$ cat config.mk
export PLATFORM = sky130hd
export DESIGN_NAME = dphd_outq
export DESIGN_NICKNAME = d
export VERILOG_FILES = /design/src/rtl/dphd_pkg.sv /design/src/rtl/dphd_outq.sv
export SDC_FILE = /design/constraint.sdc
export NUM_CORES = 1
export LEC_CHECK = 0
export BUFFER_PORTS_ARGS = -buffer_cell sky130_fd_sc_hd__buf_2
export CORE_ASPECT_RATIO = 0.5
export CORE_UTILIZATION = 52
export CTS_CLUSTER_DIAMETER = 30
export CTS_CLUSTER_SIZE = 25
export DETAILED_ROUTE_END_ITERATION = 8
export GPL_TIMING_DRIVEN = 0
export HOLD_SLACK_MARGIN = 0.15
export PLACE_DENSITY = 0.83
export SKIP_LAST_GASP = 1
export SLEW_MARGIN = 30
export SYNTH_ARGS = -nofsm -noshare
export SYNTH_HDL_FRONTEND = slang
export SYNTH_SLANG_ARGS = --single-unit
$ cat constraint.sdc
create_clock -name clk -period 5 [get_ports clk]
set_input_delay 1 -clock clk [delete_from_list [all_inputs] [get_ports clk]]
set_output_delay 1 -clock clk [all_outputs]
set_load 0.02 [all_outputs]
$ cat src/rtl/dphd_pkg.sv
// ----------------------------------------------------------------------------
// dphd_pkg
// shared types, register codes and defaults of the harmonic phasor dft block
// ----------------------------------------------------------------------------
package dphd_pkg;

  localparam int WINDOW_LEN_DEF = 256;
  localparam int MAX_HARM_DEF   = 4;
  // the register file holds four harmonic numbers
  localparam int SLOT_LIMIT     = 4;

  localparam logic [63:0] ONE_Q30     = 64'd1073741824;
  localparam logic [63:0] PI_HALF_Q30 = 64'd1686629713;

  // register indexes
  localparam logic [2:0] REG_HCOUNT = 3'd0;
  localparam logic [2:0] REG_HARM0  = 3'd1;
  localparam logic [2:0] REG_HARM1  = 3'd2;
  localparam logic [2:0] REG_HARM2  = 3'd3;
  localparam logic [2:0] REG_HARM3  = 3'd4;

  typedef struct packed {
    logic [2:0]      count;
    logic [3:0][7:0] harm;
  } cfg_t;

  typedef struct packed {
    logic signed [15:0] sample;
    logic [2:0]         cnt;
  } item_t;

  typedef struct packed {
    logic signed [31:0] re;
    logic signed [31:0] im;
    logic [1:0]         slot;
    logic               last;
  } result_t;

endpackage

$ cat src/rtl/dphd_outq.sv
// ----------------------------------------------------------------------------
// dphd_outq
// two-entry result queue between the dft engine and the result ports
// ----------------------------------------------------------------------------
module dphd_outq (
  input  logic              clk,
  input  logic              rst_n,
  input  logic              wr_en,
  input  dphd_pkg::result_t wr_data,
  output logic              q_full,
  input  logic              pop,
  output logic              empty,
  output dphd_pkg::result_t head
);
  import dphd_pkg::*;

  result_t    ent_r [2];
  logic       wp_r, rp_r;
  logic [1:0] fill_r;
  logic       do_wr, do_pop;

  assign q_full = (fill_r == 2'd2);
  assign empty  = (fill_r == 2'd0);
  assign do_wr  = wr_en && !q_full;
  assign do_pop = pop && !empty;
  assign head   = ent_r[rp_r];

  always_ff @(posedge clk) begin
    if (do_wr) ent_r[wp_r] <= wr_data;
  end

  always_ff @(posedge clk) begin
    if (!rst_n) begin
      wp_r   <= 1'b0;
      rp_r   <= 1'b0;
      fill_r <= 2'd0;
    end else begin
      if (do_wr)  wp_r <= ~wp_r;
      if (do_pop) rp_r <= ~rp_r;
      fill_r <= fill_r + 2'(do_wr) - 2'(do_pop);
    end
  end

endmodule

==> out/metrics.yaml <==
status:
  outcome: "completed"
timing:
  finalSetupTns_ps: 0
  worst_pin_slew_ps: 395
  fmax_mhz: 372
  setup_viol: 0
  finClkSkew_ps: 6.73
  slew_viol_final: 0
  holdWs_ps: 519
  layout_setup_ws_ps: 2310
  relSlewSlack_pct: 73.7
  period_minus_slack_ps: 2690
  hold_violations: 0
  fin_crit_sh_pct: 53.8
  rsz0062_at_grt: "false"
global_routing:
  grt-ovfl-total: 0
  grt_pass1_vias: 2858
  grt_max_degree: 43
  grt_pass1_wl_um: 13800
  antenna_found_initial: 0
  grt_use_total_pct: 18.5
detailed_routing:
  ant_nets: 0
  wl_per_cell_um: 16.8
  drtPass1Iterations: 4
  drt_iter0_drc: 104
  drt-total-wl_um: 9180
  drc_errors: 0
  vias: 2684
  avgViaCountPerCell: 4.92
worst_setup_path:
  arrival_ps: 1690
  path_max_fanout: 10
  critPathLaunchType: "flip-flop"
  crit_type: "flip-flop to primary output"
  crit_required_ps: 4000
  endpoint_kind: "primary output"
clocking:
  ctsResizeCount: 0
  cts.sinks: 139
  ctsHoldBuffers: 0
  cts.clk_slew.worst_paths_ps: 60
  clk_path_buf_depth: 2
  postCtsSetupBuffers: 0
  htreeDepth: 4
  cts_tree: "done"
  root_buffer: "clkbuf_16"
  numCtsBuffers: 17
  clk-insertion-delay-late_ps: 410
floorplan:
  core-area_mm2: 0.00957
  chipWidth_um: 143
  die_h_um: 72.6
  initial_core_util_pct: 54.1
  die_area_mm2: 0.0104
  placementRows: 25
  io_pins: 140
synthesis:
  synth.avg_cell_area_um2: 22.0
  ys_seq_area_share_pct: 79.6
  yosysUniqueCellTypes: 19
  synth_area_mm2: 0.00518
  synth_nets: 308
  synth_seq_cells: 139
  yosysTopAreaCell: "edfxtp_1"
  synth_top_area_share_pct: 77.7
  yosys_warnings: 0
  postSynthCellCount: 235
  synthTopCellsByArea: "edfxtp_1 (78%), mux2_4 (8.7%), mux2_2 (8.0%), dfxtp_1 (1.9%), buf_6 (0.65%)"
power_and_ir_drop:
  p_leak_nw: 2.62
  p_per_area_mw_per_mm2: 576
  peakVddDrop_v: 0.000359
placed_design:
  io_buffers: 139
  gp_congestion: 0.749
  dpl.cell_count: 513
  pre_cts_slack_ps: 2700
  dpl.hpwl_um: 6320
cells_and_area:
  finalNonFillerCells: 545
  drive_gt1_share_pct: 60.0
  area_growth_pct: 29.7
  mostFrequentLayoutCells: "buf_2 (142), edfxtp_1 (134), mux2_2 (37)"
  finalNetCount: 470
  diodes: 0
  final_common_cell: "buf_2"
  nFillCells: 632
flow_run:
  cap_violations: 0
min_path:
  worstHoldPathType: "flip-flop to flip-flop"
flip-flops by register name, indices dropped and copies added (netlist names), named ones only:
register and count:
wp_r 1, fill_r 2, ent_r 134, rp_r 1
layer usage:
layer | GRT usage, % | part of all wire [%] | vias to the layer above
met3 | 5.18 | 3.6 | 13
met1 | 19.9 | 40 | 1350
li1 | - | - | 1251
met5 | 0 | 0 | -
met2 | 34.5 | 55 | 70
met4 | 7.89 | 1.3 | 0
where the power goes:
part	internal, mW	total, mW	switching [mW]
Sequential	1.50	1.56	0.0558
Clock	0.726	1.17	0.445
Combinational	0.503	1.14	0.641
cell families (layout without fill, tap and decap cells):
| family | Yosys count | count (layout) | share of synthesized area (%) |
|---|---|---|---|
| compound gates | 1 | 1 | 0.145 |
| xor+xnor | 2 | 2 | 0.338 |
| fa+ha+maj | 2 | 2 | 0.483 |
| buf+inv | 10 | 185 | 1.30 |
| flops | 139 | 139 | 79.6 |
| mux | 68 | 68 | 16.9 |
| simple gates | 13 | 13 | 1.21 |
per-stage QoR:
stage                     utilization [%]  power [mW]  cell area [um2]
after detailed placement             64.4        2.73             6160
after global routing                 70.2        4.03             6720
after floorplan                         -        2.36             5180
after global placement               63.2        2.65             6050
after CTS                            70.2        3.91             6720
final                                70.2        3.87             6720
worst paths after layout:
path | slack, ps | from | to | depth (start not counted)
worst max-delay path | 2310 | flip-flop | head[56] | 4
worst min-delay path | 520 | rp_r$_SDFFE_PN0P_ | rp_r$_SDFFE_PN0P_ | 2
worst max register to register | 3210 | fill_r[0]$_SDFF_PN0_ | fill_r[1]$_SDFF_PN0_ | 8
worst min register to register | 520 | rp_r$_SDFFE_PN0P_ | rp_r$_SDFFE_PN0P_ | 2
area by class of cell:
cell class,instances,area (um2),share of cell area (%)
Timing Repair Buffer,143,798,11.9
Inverter,3,11.3,0.168
Sequential cell,139,4120,61.4
Clock buffer,19,433,6.44
Buffer,7,56.3,0.838
Multi-Input combinational cell,86,1000,14.9
Tap cell,135,169,2.51
Clock inverter,13,128,1.90
synth_stat cells, drive strengths merged:
| cell type | number |
|---|---|
| mux2i | 1 |
| xnor2 | 1 |
| inv | 3 |
| nand2 | 2 |
| buf | 7 |
| dfxtp | 5 |
| and2 | 2 |
| and3 | 1 |
| ha | 2 |
| nor2 | 5 |
| xor2 | 1 |
| o21a | 1 |
| edfxtp | 134 |
| nor3 | 1 |
| mux2 | 67 |
| nand2b | 2 |
critical path: stages, from the launching register on:
cell	delay, ps
dfxtp_1	370
buf_4	230
buf_6	200
mux2_4	310
buf_2	160
No activity file was read; power rests on OpenSTA's default activity.
