[src/rtl/dphd_pkg.sv]
// ----------------------------------------------------------------------------
// dphd_pkg
// shared types, register codes and defaults of the harmonic phasor dft block
// ----------------------------------------------------------------------------
package dphd_pkg;

  localparam int WINDOW_LEN_DEF = 256;
  localparam int MAX_HARM_DEF   = 4;
  // the register file holds four harmonic numbers
  localparam int SLOT_LIMIT     = 4;

  localparam logic [63:0] ONE_Q30     = 64'd1073741824;
  localparam logic [63:0] PI_HALF_Q30 = 64'd1686629713;

  // register indexes
  localparam logic [2:0] REG_HCOUNT = 3'd0;
  localparam logic [2:0] REG_HARM0  = 3'd1;
  localparam logic [2:0] REG_HARM1  = 3'd2;
  localparam logic [2:0] REG_HARM2  = 3'd3;
  localparam logic [2:0] REG_HARM3  = 3'd4;

  typedef struct packed {
    logic [2:0]      count;
    logic [3:0][7:0] harm;
  } cfg_t;

  typedef struct packed {
    logic signed [15:0] sample;
    logic [2:0]         cnt;
  } item_t;

  typedef struct packed {
    logic signed [31:0] re;
    logic signed [31:0] im;
    logic [1:0]         slot;
    logic               last;
  } result_t;

endpackage

[src/rtl/dphd_cfg.sv]
// ----------------------------------------------------------------------------
// dphd_cfg
// apb register file: harmonic count and four harmonic numbers
// ----------------------------------------------------------------------------
module dphd_cfg (
  input  logic           clk,
  input  logic           rst_n,
  input  logic           psel,
  input  logic           penable,
  input  logic           pwrite,
  input  logic [4:0]     paddr,
  input  logic [31:0]    pwdata,
  output logic [31:0]    prdata,
  output logic           pready,
  output dphd_pkg::cfg_t cfg
);
  import dphd_pkg::*;

  logic [2:0]      count_r;
  logic [3:0][7:0] harm_r;
  logic [2:0]      idx;
  logic            wr_en;

  assign idx    = paddr[4:2];
  assign wr_en  = psel && penable && pwrite;
  assign pready = 1'b1;

  always_ff @(posedge clk) begin
    if (!rst_n) begin
      count_r <= 3'd1;
      harm_r  <= {8'd0, 8'd0, 8'd0, 8'd1};
    end else if (wr_en) begin
      unique case (idx) inside
        REG_HCOUNT: count_r <= pwdata[2:0];
        REG_HARM0, REG_HARM1, REG_HARM2, REG_HARM3:
          harm_r[2'(idx - REG_HARM0)] <= pwdata[7:0];
        default: ;
      endcase
    end
  end

  always_comb begin
    unique case (idx) inside
      REG_HCOUNT: prdata = {29'd0, count_r};
      REG_HARM0, REG_HARM1, REG_HARM2, REG_HARM3:
        prdata = {24'd0, harm_r[2'(idx - REG_HARM0)]};
      default: prdata = 32'd0;
    endcase
  end

  assign cfg.count = count_r;
  assign cfg.harm  = harm_r;

endmodule

[config.mk]
export PLATFORM = sky130hd
export DESIGN_NAME = dphd_cfg
export DESIGN_NICKNAME = d
export VERILOG_FILES = /design/src/rtl/dphd_pkg.sv /design/src/rtl/dphd_cfg.sv
export SDC_FILE = /design/constraint.sdc
export NUM_CORES = 1
export LEC_CHECK = 0
export BUFFER_PORTS_ARGS = -buffer_cell sky130_fd_sc_hd__buf_2
export CAP_MARGIN = 20
export CORE_MARGIN = 4
export CORE_UTILIZATION = 47
export CTS_CLUSTER_SIZE = 28
export DETAILED_ROUTE_END_ITERATION = 12
export GPL_TIMING_DRIVEN = 1
export PLACE_DENSITY = 0.86
export REMOVE_ABC_BUFFERS = 1
export SLEW_MARGIN = 10
export SYNTH_ARGS = -nofsm -noshare
export SYNTH_HDL_FRONTEND = slang
export SYNTH_SLANG_ARGS = --single-unit
[constraint.sdc]
create_clock -name clk -period 4.05 [get_ports clk]
set_clock_uncertainty 0.1 [all_clocks]
set_input_delay 0.2025 -clock clk [delete_from_list [all_inputs] [get_ports clk]]
set_output_delay 0.2025 -clock clk [all_outputs]
set_load 0.1 [all_outputs]
==> key figures <==
STA
  • Final Hold Fails: 0
  • Maximum clock rate: around 0.39 GHz
  • Post-route setup TNS: 0 ns
  • Max-slew violation total from the final report: 0
  • Slew headroom: 52.13%
  • Fraction of the cycle the final worst path needs: about 63%
  • Final Hold Slack: approximately 0.077 ns
  • Slew at the pin closest to its max-slew limit: just over 0.7 ns
  • Setup violators final: 0
  • Unrepaired setup endpoints after global routing: no
  • Period minus WS final: 2.539 ns

Global routing
  • First-pass GRT wire length: approximately 6.6 mm
  • Number of antenna violations at the first check in global routing: 0
  • Total congestion overflow after global routing: 0
  • Overall Global Routing Usage: about 17%
  • Number of global-route vias before repair: 1342
  • Largest net degree at the start of global routing: 43

CTS
  • CTS Buffer Depth: 2
  • Clock sink count: 35
  • TritonCTS clock tree: yes
  • Number of hold-repair buffers added at the cts stage: 0
  • Clk Tree Root Cell: clkbuf_8
  • Number of buffers created by CTS: 5
  • CTS-repair resized insts: 0
  • Maximum level of the CTS H-tree: 2
  • Worst skew pair latency: 0.29 ns
  • Number of buffers inserted by post-CTS setup repair: 0
  • Clock input transition at the sequential cells of the worst setup and hold paths: ~0.070 ns

Worst setup path
  • Data arrival time at the worst-slack endpoint: roughly 2.2 ns
  • Critical-path maximum fanout: 11
  • Critical path class: in -> out
  • Slowest-stage cell, CP: ha_1
  • Crit Reg-Reg Startpoint: count_r[0]$_SDFFE_PN1P_
  • Required time at the worst-slack endpoint: ~3.8 ns
  • Crit-path leading delay family: buffers and inverters
  • Critical path buffer and inverter count: 3
  • Startpoint kind of the worst setup timing path: primary input
  • R2R depth: 2
  • Worst flop-to-flop path endpoint: count_r[0]$_SDFFE_PN1P_
  • Register-to-register path setup slack: about 3.3 ns
  • Critical Path End Type: primary output
  • CP dominant cell by count: buf_2
  • Crit path to: prdata[0]
  • Crit path from: paddr[2]
  • Instance count on the critical path: 6
  • Crit path largest cell delay: 0.57 ns
  • Ordered list of cells on the worst path: buf_2, inv_1, ha_1, mux4_2, a22o_1, buf_2

Route
  • Final ANT Viol Nets: 0
  • Total met3 wirelength after detailed routing: 346 microns
  • Number of search-and-repair iterations in the first detailed-routing pass: 4
  • Final wirelength: roughly 4 mm
  • Detailed router's first-iteration violation count: 66
  • Routed met2 length: a little under 2 mm
  • Met1 wire length: approximately 1.8 mm
  • Drt via density: 4.931
  • Count of unresolved DRC violations after routing: 0
  • Top sig layer: met4
  • Routed length per placed instance: around 14 microns
  • Number of vias in the routed layout: between 1000 and 1500

Layout
  • P&R area growth vs syn: 16.02%
  • Count of nets after finishing: 287
  • Fraction of layout cells with a size suffix above 1: a little under a third
  • Count of non-filler cells in the finished layout: 290
  • FILL cells: between 300 and 400
  • Fraction of the core area covered by cells at the end of the flow: 57.54%
  • Sequential cell area: roughly 700 sq um
  • Area occupied by multi-input gates: roughly 1000 sq um
  • Number of antenna cells inserted: 0

Floorplan
  • Die width: 70.62 microns
  • CORE AREA: around 3700 sq um
  • Starting density of the core: 49.60%
  • Die extent in y: between 70 and 80 microns
  • Number of ports placed on the die boundary: between 100 and 150
  • Core Rows: 22
  • Total die area: ~5000 sq um

Placement
  • Global placer's final weighted congestion: just under 0.8
  • Inst Count DP: around 280
  • Sum of net half-perimeters after detailed placement: slightly below 3 mm
  • Number of input and output port buffers inserted: 58

Power and ir drop
  • PwrDens: between 300 and 400 nW/um^2
  • Worst voltage drop across the vdd grid: 0.2027 mV
  • Static Leakage: ~1.1 nW
  • Final total power: around 0.82 mW

Min path
  • Type of the most critical hold path: in -> reg
  • Hold path cells: 3

Yosys
  • Mean cell area of the mapped netlist: ~9.8 sq um
  • Library cells used by synthesis: 23
  • Syn. warnings: 0
  • Post-synthesis sequential element count: 35
  • Sequential fraction of the synthesis area: roughly two fifths
  • Mapped Area: 1843 sq um
  • Post-synthesis instance total: between 150 and 200

Run status
  • Outcome: finished, final reports clean

Job
  • Max-cap violation count: 0
==> metrics by stage <==
stage,setup slack [ns],instance area (sq um)
floorplan,1.616,1688
global placement,1.478,2038
detailed placement,1.454,2038
CTS,1.465,2138
global route,1.388,2138
finish,1.511,2138
==> registers in the layout (all words and copies together) (netlist names) <==
name and cells:
cfg 32, count_r 3
==> cell usage in the layout, fill, tap and decap left out, drive strengths merged, types with 7 or more instances in the layout <==
master  Yosys  final
and3        8      8
buf        30     58
clkbuf      6      8
conb        2     25
dfxtp      35     35
mux2i      31     31
mux4        8      8
nand2      39     39
nand3       7      7
==> cells by family (layout without fill, tap and decap cells) <==
group | count (synthesis) | count (layout) | share of synthesized area, %
buffers and inverters | 40 | 70 | 13.92
and+or+nand+nor | 60 | 60 | 15.14
adders and majority gates | 4 | 4 | 2.716
other | 2 | 25 | 0.4075
AOI/OAI and AO/OA | 9 | 9 | 3.191
muxes | 39 | 39 | 26.61
DFF | 35 | 35 | 38.02
==> layer usage <==
layer | vias to the layer above | global-route usage [%]
met5 | - | 0
met4 | 0 | 5.846
met3 | 10 | 6.534
met2 | 62 | 27.65
met1 | 662 | 20.39
li1 | 696 | -
==> final cells by class <==
| cell class | count | area share [%] |
|---|---|---|
| multi-input cells | 137 | 45.47 |
| clock buffers | 8 | 4.681 |
| repair buffers | 58 | 13.58 |
| flip-flops and latches | 35 | 32.77 |
| inverters | 4 | 0.7022 |
| well taps | 48 | 2.809 |
==> cells in the mapped netlist <==
| cell type | instances | share of area [%] |
|---|---|---|
| a21oi_1 | 2 | 0.54 |
| nor2b_1 | 1 | 0.34 |
| or4_4 | 1 | 0.61 |
| conb_1 | 2 | 0.41 |
| buf_4 | 25 | 10 |
| o21ai_0 | 3 | 0.81 |
| nand2_1 | 39 | 7.9 |
| mux4_2 | 8 | 9.8 |
| and2_1 | 1 | 0.34 |
| nand2b_1 | 2 | 0.68 |
| and3_4 | 1 | 0.61 |
| and3_1 | 7 | 2.4 |
| mux2i_1 | 31 | 17 |
| dfxtp_1 | 35 | 38 |
| nand3_1 | 7 | 1.9 |
| buf_2 | 4 | 1.1 |
| a22o_1 | 3 | 1.4 |
| nand4_1 | 1 | 0.34 |
| buf_6 | 1 | 0.61 |
| inv_1 | 4 | 0.81 |
| ha_1 | 4 | 2.7 |
| o211ai_1 | 1 | 0.41 |
| clkbuf_1 | 6 | 1.2 |
==> worst min path at each step <==
stage	startpoint	endpoint	slack, ns
2_1_floorplan	rst_n	count_r[0]$_SDFFE_PN1P_	0.17
3_3_place_gp	cfg[24]$_SDFFE_PN0P_	cfg[24]$_SDFFE_PN0P_	0.35
3_5_place_dp	cfg[31]$_SDFFE_PN0P_	cfg[31]$_SDFFE_PN0P_	0.36
4_1_cts	pwdata[1]	count_r[1]$_SDFFE_PN0P_	0.07
5_1_grt	pwdata[1]	count_r[1]$_SDFFE_PN0P_	0.08
6_report	pwdata[1]	count_r[1]$_SDFFE_PN0P_	0.08
==> worst register-to-register path: stages (launching register included) <==
cell and delay [ns]:
dfxtp_1 0.32, o21ai_0 0.09, nand3_1 0.11
==> power by group <==
part           switching (mW)  internal [mW]  leakage [nW]
sequential            0.00233          0.348         0.282
clock                   0.121          0.155        0.0515
combinational           0.171         0.0247         0.786
Note: power is estimated with default switching activity, not from simulation.
