===== src/rtl/dphd_pkg.sv =====
// ----------------------------------------------------------------------------
// dphd_pkg
// shared types, register codes and defaults of the harmonic phasor dft block
// ----------------------------------------------------------------------------
package dphd_pkg;

  localparam int WINDOW_LEN_DEF = 256;
  localparam int MAX_HARM_DEF   = 4;
  // the register file holds four harmonic numbers
  localparam int SLOT_LIMIT     = 4;

  localparam logic [63:0] ONE_Q30     = 64'd1073741824;
  localparam logic [63:0] PI_HALF_Q30 = 64'd1686629713;

  // register indexes
  localparam logic [2:0] REG_HCOUNT = 3'd0;
  localparam logic [2:0] REG_HARM0  = 3'd1;
  localparam logic [2:0] REG_HARM1  = 3'd2;
  localparam logic [2:0] REG_HARM2  = 3'd3;
  localparam logic [2:0] REG_HARM3  = 3'd4;

  typedef struct packed {
    logic [2:0]      count;
    logic [3:0][7:0] harm;
  } cfg_t;

  typedef struct packed {
    logic signed [15:0] sample;
    logic [2:0]         cnt;
  } item_t;

  typedef struct packed {
    logic signed [31:0] re;
    logic signed [31:0] im;
    logic [1:0]         slot;
    logic               last;
  } result_t;

endpackage


===== src/rtl/dphd_front.sv =====
// ----------------------------------------------------------------------------
// dphd_front
// accepts samples, tags each with its clamped harmonic count, two-entry queue
// ----------------------------------------------------------------------------
module dphd_front #(
  parameter int MAX_HARMONICS = dphd_pkg::MAX_HARM_DEF
) (
  input  logic                clk,
  input  logic                rst_n,
  input  logic                push,
  input  logic signed [15:0]  sample,
  input  logic [2:0]          count,
  output logic                full,
  input  logic                q_pop,
  output logic                q_empty,
  output dphd_pkg::item_t     q_item
);
  import dphd_pkg::*;

  localparam int NUM_SLOTS = (MAX_HARMONICS < SLOT_LIMIT) ? MAX_HARMONICS : SLOT_LIMIT;

  item_t      ent_r [2];
  logic       wp_r, rp_r;
  logic [1:0] fill_r;
  logic       do_push, do_pop;
  logic [2:0] cnt_eff;

  assign cnt_eff = (count > 3'(NUM_SLOTS)) ? 3'(NUM_SLOTS) : count;
  assign full    = (fill_r == 2'd2);
  assign q_empty = (fill_r == 2'd0);
  assign do_push = push && !full;
  assign do_pop  = q_pop && !q_empty;
  assign q_item  = ent_r[rp_r];

  always_ff @(posedge clk) begin
    if (do_push) begin
      ent_r[wp_r].sample <= sample;
      ent_r[wp_r].cnt    <= cnt_eff;
    end
  end

  always_ff @(posedge clk) begin
    if (!rst_n) begin
      wp_r   <= 1'b0;
      rp_r   <= 1'b0;
      fill_r <= 2'd0;
    end else begin
      if (do_push) wp_r <= ~wp_r;
      if (do_pop)  rp_r <= ~rp_r;
      fill_r <= fill_r + 2'(do_push) - 2'(do_pop);
    end
  end

endmodule


===== config.mk =====
export PLATFORM = sky130hd
export DESIGN_NAME = dphd_front
export DESIGN_NICKNAME = d
export VERILOG_FILES = /design/src/rtl/dphd_pkg.sv /design/src/rtl/dphd_front.sv
export SDC_FILE = /design/constraint.sdc
export NUM_CORES = 1
export LEC_CHECK = 0
export ABC_CLOCK_PERIOD_IN_PS = 1680
export BUFFER_PORTS_ARGS = -buffer_cell sky130_fd_sc_hd__buf_4
export CAP_MARGIN = 30
export CELL_PAD_IN_SITES_DETAIL_PLACEMENT = 1
export CELL_PAD_IN_SITES_GLOBAL_PLACEMENT = 2
export CORE_ASPECT_RATIO = 0.6
export CORE_MARGIN = 8
export CORE_UTILIZATION = 33
export DETAILED_ROUTE_END_ITERATION = 10
export PLACE_DENSITY = 0.82
export SLEW_MARGIN = 20
export SYNTH_ARGS = -nofsm -noshare
export SYNTH_HDL_FRONTEND = slang
export SYNTH_SLANG_ARGS = --single-unit

===== constraint.sdc =====
create_clock -name clk -period 1.68 [get_ports clk]
set_input_delay 0.084 -clock clk [delete_from_list [all_inputs] [get_ports clk]]
set_output_delay 0.084 -clock clk [all_outputs]
set_load 0.02 [all_outputs]

==> results of run 1 <==
-- cell families (layout without fill, tap and decap cells) --
| kind of cell | after synthesis | in the layout | synth area share, % |
|---|---|---|---|
| simple gates | 15 | 15 | 4.484 |
| buf+inv | 6 | 75 | 2.765 |
| mux | 20 | 20 | 15.62 |
| flops | 43 | 43 | 74.14 |
| xor+xnor | 2 | 2 | 1.047 |
| compound gates | 1 | 1 | 0.4486 |
| fa+ha+maj | 2 | 2 | 1.495 |
-- through the flow --
step                      util (%)  worst slack (ps)  cells  instance area (µm²)  hold slack, ps
after global placement       41.71             107.6    199                 2077           269.7
after global routing         48.24             3.133    224                 2402           46.05
after CTS                    48.02             7.306    224                 2391           24.08
after detailed placement     41.71            -80.33    199                 2077           273.5
after floorplan                  -             152.6     89                 1677           182.9
final                        48.24             57.26    224                 2402           38.51
-- worst paths after layout --
path              startpoint        end  slack (ps)  depth (start not counted)
setup / recovery   fill_r[0]  fill_r[1]          60                          8
hold / removal         rst_n  fill_r[0]          40                          2
setup reg to reg   fill_r[0]  fill_r[1]          60                          8
hold reg to reg         wp_r       wp_r         520                          2
-- flip-flops by register name (all words and copies together), names as in the netlist, named ones only --
signal,cells
wp_r,1
rp_r,1
ent_r,38
fill_r,2
-- routing by layer --
layer,vias to the layer above,track usage [%],wire length [µm]
met1,430,9.863,1396
met2,29,15.36,1669
met4,0,5.505,78
met5,-,0,0
met3,7,3.626,240
li1,462,-,-
-- cells in the final DEF, fill, tap and decap left out, drive strengths merged --
master	count
buf	47
edfxtp	38
mux2	19
dlygate4sd3	17
clkbuf	6
nor2	5
dfxtp	5
inv	3
nor2b	2
and2	2
ha	2
bufinv	2
nand2b	2
nand2	2
o21a	1
and3	1
xnor2	1
mux2i	1
xor2	1
nor3	1
-- worst reg2reg max path, stage by stage, from the launching register on --
cell and delay (ps):
dfxtp_2 360, nand2b_4 150, nand2_4 70, ha_1 270, inv_1 40, ha_1 190, xor2_1 160, and2_1 170
nor3_2 140
-- what timing repair did --
item / CTS / global route
hold endpoints to repair: 34 / 0
gates resized for setup: 3 / 3
hold buffers: 17 / 0
setup endpoints to repair: 1 / 1
pin swaps: 1 / 3
-- final cells by class --
type	instances	area (µm²)	area share, %
clock buffer	6	72.57	3.021
clock inverter	2	60.06	2.500
inverter	3	11.26	0.4688
multi-input combinational	40	409.1	17.03
sequential	43	1244	51.77
tap	66	82.58	3.438
timing repair buffer	64	523.0	21.77
-- power by group through the flow --
| stage | Sequential (mW) | Clock, mW | Combinational, mW |
|---|---|---|---|
| 2_1_floorplan | 1.46 | 0 | 0.835 |
| 4_1_cts | 1.47 | 0.949 | 1.32 |
| 6_report | 1.47 | 0.921 | 1.30 |
| 3_5_place_dp | 1.48 | 0 | 1.27 |
| 5_1_grt | 1.49 | 0.984 | 1.40 |
| 3_3_place_gp | 1.47 | 0 | 1.24 |
==> metrics.txt, run 1 <==
Root Buffer clkbuf_8; VDD IR max approximately 500 µV; sequential group share of total power between 30% and 40%; Core ar. about 0.0050 mm²; Worst-Skew Late Latency ~290 ps; most used cell along the critical path ha_1; LEAKAGE 0.9647 nW; Setup CP Type register to register; site row count 20; Max Cap Viol 0; top-level I/O count 44; Synth Register Bits 43; initial antenna violation count 0; setup violators final 0; H-tree levels 2; Final Skew approximately 7.0 ps; layout cells sized above 1 50.00%; post-synth top area cell edfxtp_1; Post-DP HPWL approximately 2400 µm; WP data arrival about 1800 ps; number of remaining DRC errors 0; antenna cells 0; Clock Power Share between 20% and 30%; Reg clk slew, reported paths around 80 ps; number of buffers added for setup after CTS 0; Critical Path RT approximately 1900 ps; CP peak stage delay approximately 360 ps; first-pass GRT wire length 5313 µm; number of flops mapped to enable cells by yosys 38; Final nets between 150 and 200; GR Overflow Total 0; Fmax a little over 600 MHz; DR WL/cell ~15 µm; cts bufs inserted 5; Final ANT Viol Nets 0; CTS Buffer Depth 2; vias between 900 and 1000; CTS tree done; Synth Instances 89; crit start category register; Slew @ Worst Pin ~260 ps; Comb pwr share 35.3%; Crit Path Max Fanout 4; sw frac between 20% and 30%; chip width 108.0 µm; post-DR vias/cell between 4 and 5; top-area cell type share of the netlist area about two thirds; headroom to the max-slew limit about 82%; Top delay family on crit path simple AND/OR/NAND/NOR gates; post-synth cell types 20; unrepaired setup endpoints after global routing no; Initial Util about a third; Syn Area/Cell around 19 µm²; Async S/R FF share, synth 0%; Die ar. about 0.0077 mm²; Pins Over Slew Limit 0; Synth Flop Type edfxtp_1; dominant cells by area after synthesis edfxtp_1 68%, mux2_4 9.0%, mux2_2 6.1%; count leader, synth edfxtp_1; clock net sink count 43; vias in the first global route around 1100; crit path buf inv count 1; fillers around 500; Worst setup EP type register; area delta synth->final 43.50%; Syn Nets 114; Fin. Hold Viols 0; hold crit path type input pin to register; Post-synth top cells 38 x edfxtp_1, 10 x mux2_4, 9 x mux2_2, 5 x dfxtp_1, 5 x nor2_1; Pwr Density ~1500 mW/mm²; yosys warns 0; synthesized cell area around 0.0017 mm²; Net Sw Power ~1.1 mW; die height about 71 µm; Design Power 3.690 mW; Routed WL 3385 µm; largest net degree at the start of global routing 20; drt first pass iters 3; setup TNS 0 ps; Int Pwr 2.624 mW; RePlAce Congestion 0.6882; Tmin final between 1500 and 2000 ps; part of the cycle the worst path needs between 90% and 100%; Seq/Total Area, Yosys about three quarters; Iter 0 DRT Violations 18; Total GRT Usage between 9 and 10%; CP Cell Sequence nand2b_4, nand2_4, ha_1, inv_1, ha_1, xor2_1, and2_1, nor3_2; outcome complete, no violations; CP max stage cell dfxtp_2; IO Port Bufs between 40 and 50
Note: power is estimated with default switching activity, not from simulation.
==> run 2, diff against run 1 <==
- CORE_MARGIN: 8 -> default
==> metrics.txt, run 2 (synthesized netlist as in run 1, its figures left out) <==
number of remaining DRC errors 0 (unchanged); setup TNS 0 ps (unchanged); chip width 93.95 µm (-13%); Slew @ Worst Pin 271.8 ps (+7.875 ps); WP data arrival 1760 ps (-80 ps); CTS Buffer Depth 2 (unchanged); Final ANT Viol Nets 0 (unchanged); RePlAce Congestion 0.7501 (+9.0%); CP max stage cell dfxtp_4; post-DR vias/cell 4.293 (+3.6%); Fmax 639.4 MHz (+3.8%); Tmin final 1564 ps (-58.72 ps); die height 57.17 µm (-20%); max reg flops 38 (unchanged); Final Skew 9.444 ps (+2.491 ps); Post-DP HPWL 2167 µm (-9.1%); initial antenna violation count 0 (unchanged); GR Util met3 5.867% (+2.2 points); slack of the critical path 116.0 ps (+58.72 ps); Post-Layout Inst Area 0.002356 mm² (-1.9%); hold_ws 21.31 ps (-17.21 ps); DR WL/cell 14.34 µm (-5.1%); Total GRT Usage 13.49% (+4.2 points); Die ar. 0.005371 mm² (-30%); crit start category register; commonest non-fill, non-tap cell in the layout buf_4; Setup CP Type register to register; crit path buf inv count 1 (unchanged); Largest Register ent_r; Worst setup EP type register; Core ar. 0.004731 mm² (-5.0%); outcome complete, no violations; most frequent cells in the layout 48 x buf_4, 38 x edfxtp_1, 17 x dlygate4sd3_1, 10 x mux2_4, 9 x mux2_2; Worst-Skew Late Latency 300 ps (about the same); H-tree levels 2 (unchanged); vias in the first global route 1034 (-4.7%); first-pass GRT wire length 5078 µm (-4.4%); GR Overflow Total 0 (unchanged); Crit Path Max Fanout 4 (unchanged); IO Port Bufs 43 (unchanged); Routed WL 3183 µm (-6.0%); drt first pass iters 3 (unchanged); Root Buffer clkbuf_8; unrepaired setup endpoints after global routing no; most used cell along the critical path ha_1; LEAKAGE 0.9424 nW (-2.3%); Reg clk slew, reported paths 80 ps (about the same); Critical Path RT 1880 ps (-20 ps); Finished Layout Cells 222 (-0.89%); Pins Over Slew Limit 0 (unchanged); CTS tree done; headroom to the max-slew limit 81.88% (-0.52 points); site row count 19 (-5.0%); largest net degree at the start of global routing 20 (unchanged); part of the cycle the worst path needs 93.10% (-3.5 points); Fin. Hold Viols 0 (unchanged); Placed Area 0.002081 mm² (+0.18%); Core Util, Final 49.80% (+1.6 points); pre-CTS WS 1.602 ps (+81.93 ps); VDD IR max 454.0 µV (-10%); setup violators final 0 (unchanged); number of buffers added for setup after CTS 0 (unchanged); Iter 0 DRT Violations 19 (+1); antenna cells 0 (unchanged); cts bufs inserted 5 (unchanged); layout cells sized above 1 50.31% (+0.31 points); Design Power 3.409 mW (-7.6%); CP peak stage delay 370 ps (about the same); met1 usage 15.10% (+5.2 points); Final nets 183 (+0.55%); clock net sink count 43 (unchanged); Top delay family on crit path adder cells; area delta synth->final 40.73%; largest registers ent_r (38), fill_r (2); Pwr Density 1447 mW/mm² (-5.8%); placed cell count 197 (-1.0%); top-level I/O count 44 (unchanged); CP Cell Sequence nand2b_4, nand2_2, ha_1, inv_1, ha_1, xor2_1, and2_1, nor3_2; vias 953 (+2.7%); Initial Util 35.39% (+1.8 points); hold crit path type input pin to register; M2 GR Usage 22.63% (+7.3 points); layer with the highest usage met2; Max Cap Viol 0 (unchanged)
==> run 2: final timing paths <==
check             startpoint        end  slack, ps  cells past startpoint
setup / recovery   fill_r[0]  fill_r[1]        120                      8
setup reg to reg   fill_r[0]  fill_r[1]        120                      8
hold reg to reg         wp_r       wp_r        520                      2
hold / removal         rst_n  fill_r[0]         20                      2
==> run 2: where the power goes <==
part           internal (mW)  switching, mW
Clock                  0.290          0.352
Sequential              1.39         0.0750
Combinational          0.646          0.653
Total                   2.33           1.08
==> run 2: repair_timing <==
| action | 4_1_cts | 5_1_grt |
|---|---|---|
| resized for setup | 1 | 5 |
| hold endpoints to repair | 34 | 0 |
| hold buffers | 17 | 0 |
| endpoints found under the setup margin | 1 | 1 |
==> run 2: area by class of cell <==
class                   instances  area (µm²)
clock buffers                   6       72.57
clock inverters                 2       12.51
fillers                       474        2375
inverters                       3       11.26
multi-input cells              40       404.1
flip-flops and latches         43        1246
well taps                      63       78.83
repair buffers                 65       530.5
==> run 2: routing by layer <==
metal / wire [µm] / part of all wire [%] / vias to the layer above
li1: - / - / 462
met1: 1422 / 45 / 457
met4: 58 / 1.8 / 0
met5: 0 / 0 / -
met2: 1519 / 48 / 30
met3: 183 / 5.7 / 4
==> run 3, diff against run 2 <==
- ABC_CLOCK_PERIOD_IN_PS: 1680 -> 1300
- clock period: 1.68 -> 1.3 ns (I/O delays scaled with it)
==> metrics.txt, run 3 (synthesized netlist as in run 1, its figures left out) <==
IO Port Bufs 43 (unchanged); commonest non-fill, non-tap cell in the layout edfxtp_1; largest registers ent_r (38), fill_r (2); die height 57.17 µm (unchanged); outcome finished, violations left; worst reg2reg path startpoint fill_r[1]; Crit Path Max Fanout 3 (-1); first-pass GRT wire length 5333 µm (+5.0%); Final Skew 6.500 ps (-2.944 ps); Final ANT Viol Nets 0 (unchanged); cts bufs inserted 5 (unchanged); chip width 93.95 µm (unchanged); Final nets 196 (+7.1%); unrepaired setup endpoints after global routing yes; setup violators final 45 (+45); fillers 436 (-8.0%); CP peak stage delay 370 ps (about the same); vias 1028 (+7.9%); Pins Over Slew Limit 0 (unchanged); H-tree levels 2 (unchanged); Total GRT Usage 13.87% (+0.38 points); CTS Buffer Depth 2 (unchanged); headroom to the max-slew limit 85.87% (+4.0 points); area of the multi-input gates 495.5 µm² (+23%); most used cell along the critical path ha_4; Tmin final 1509 ps (-54.56 ps); slack of the critical path -209.5 ps (-325.4 ps); Routed WL 3507 µm (+10%); VDD IR max 786.2 µV (+73%); Core Util, Final 59.38% (+9.6 points); HP Start rst_n; antenna cells 0 (unchanged); Fin. Hold Viols 0 (unchanged); DR WL/cell 14.92 µm (+4.1%); drt first pass iters 3 (unchanged); Top delay family on crit path adder cells; LEAKAGE 1.132 nW (+20%); post-DR vias/cell 4.374 (+1.9%); failing checks negative setup slack; top-level I/O count 44 (unchanged); Worst-Skew Late Latency 290 ps (about the same); pre-CTS WS -270.5 ps (-272.1 ps); WP data arrival 1720 ps (-40 ps); Initial Util 35.39% (unchanged); hold crit path type input pin to register; GR Overflow Total 0 (unchanged); Max Cap Viol 0 (unchanged); Core ar. 0.004731 mm² (unchanged); CP Launch Point fill_r[1]; max reg flops 38 (unchanged); Largest Register ent_r; layout cells sized above 1 58.72% (+8.4 points); part of the cycle the worst path needs 116.1% (+23 points); Reg clk slew, reported paths 80 ps (about the same); Setup CP Type register to register; site row count 19 (unchanged); Worst setup EP type register; Critical Path RT 1510 ps (-370 ps); area delta synth->final 67.79%; CP Cell Sequence o21a_4, ha_4, inv_2, ha_4, xor2_2, and2_4, nor3_2; Root Buffer clkbuf_8; clock net sink count 43 (unchanged); largest net degree at the start of global routing 20 (unchanged); CTS tree done; Post-DP HPWL 2197 µm (+1.4%); Slew @ Worst Pin 211.5 ps (-60.37 ps); Pwr Density 2004 mW/mm² (+39%); vias in the first global route 1124 (+8.7%); Die ar. 0.005371 mm² (unchanged); RePlAce Congestion 0.6645 (-11%); CP max stage cell dfxtp_4; crit start category register; Iter 0 DRT Violations 20 (+1); Fmax 662.5 MHz (+3.6%); initial antenna violation count 0 (unchanged); most frequent cells in the layout 38 x edfxtp_1, 28 x buf_4, 24 x buf_6, 19 x mux2_4, 17 x dlygate4sd3_1; Reg area 0.001250 mm² (+0.30%); number of remaining DRC errors 0 (unchanged); crit path buf inv count 1 (unchanged)
==> run 3: changes by cell type in the layout (fill, tap and decap cells not counted), moves of 2 or more <==
cell       before  now
bufinv_16       0    2
buf_12          0    5
buf_6           0   24
ha_4            0    2
mux2_4         10   19
mux2_2          9    0
ha_1            2    0
buf_4          48   28
clkbuf_16       0    3
==> run 3: layout make-up <==
cell class	count	share of cell area (%)
timing repair buffer	78	29.93
clock buffer	6	2.584
multi-input combinational	40	17.64
clock inverter	2	2.138
inverter	3	0.4009
sequential	43	44.50
tap	63	2.806
==> run 3: worst register-to-register path: stages (launching register included) <==
cell	delay, ps
dfxtp_4	370
o21a_4	230
ha_4	260
inv_2	40
ha_4	150
xor2_2	140
and2_4	150
nor3_2	100
==> run 3: power by group <==
| group | leakage, nW | switching, mW | internal [mW] |
|---|---|---|---|
| Sequential | 0.399 | 0.125 | 1.81 |
| Clock | 0.0654 | 0.423 | 0.767 |
| Combinational | 0.668 | 1.03 | 1.47 |
==> run 3: path summary, 6_finish.rpt <==
kind	end	slack (ps)	cells after the start
max	fill_r[1]	-210	7
min	fill_r[0]	20	2
max reg2reg	fill_r[1]	-210	7
min reg2reg	rp_r	530	2
==> run 3: what timing repair did <==
item                       4_1_cts  5_1_grt
pin swaps                        3        3
gates cloned                     2        4
hold buffers                    17        0
buffers inserted                 2        4
setup endpoints to repair       24       59
gates resized for setup         41        7
hold endpoints to repair        34        0
==> run 3: stage by stage <==
step | power (mW) | TNS (ps) | instances | hold slack, ps | instance area, µm²
6_report | 5.630 | -2230 | 235 | 18.05 | 2809
5_1_grt | 5.895 | -4523 | 235 | 5.824 | 2809
4_1_cts | 5.561 | -2258 | 229 | 8.677 | 2708
3_5_place_dp | 3.721 | -366.1 | 200 | 254.0 | 2162
3_3_place_gp | 3.650 | -185.2 | 200 | 250.9 | 2162
2_1_floorplan | 3.008 | -2495 | 89 | 163.9 | 1698
==> run 3: layer usage <==
layer,global-route usage [%],up-vias,wire length [µm]
li1,-,489,-
met1,15.45,508,1558
met2,24.82,27,1752
met3,3.867,4,149
met4,6.593,0,46
met5,0,-,0
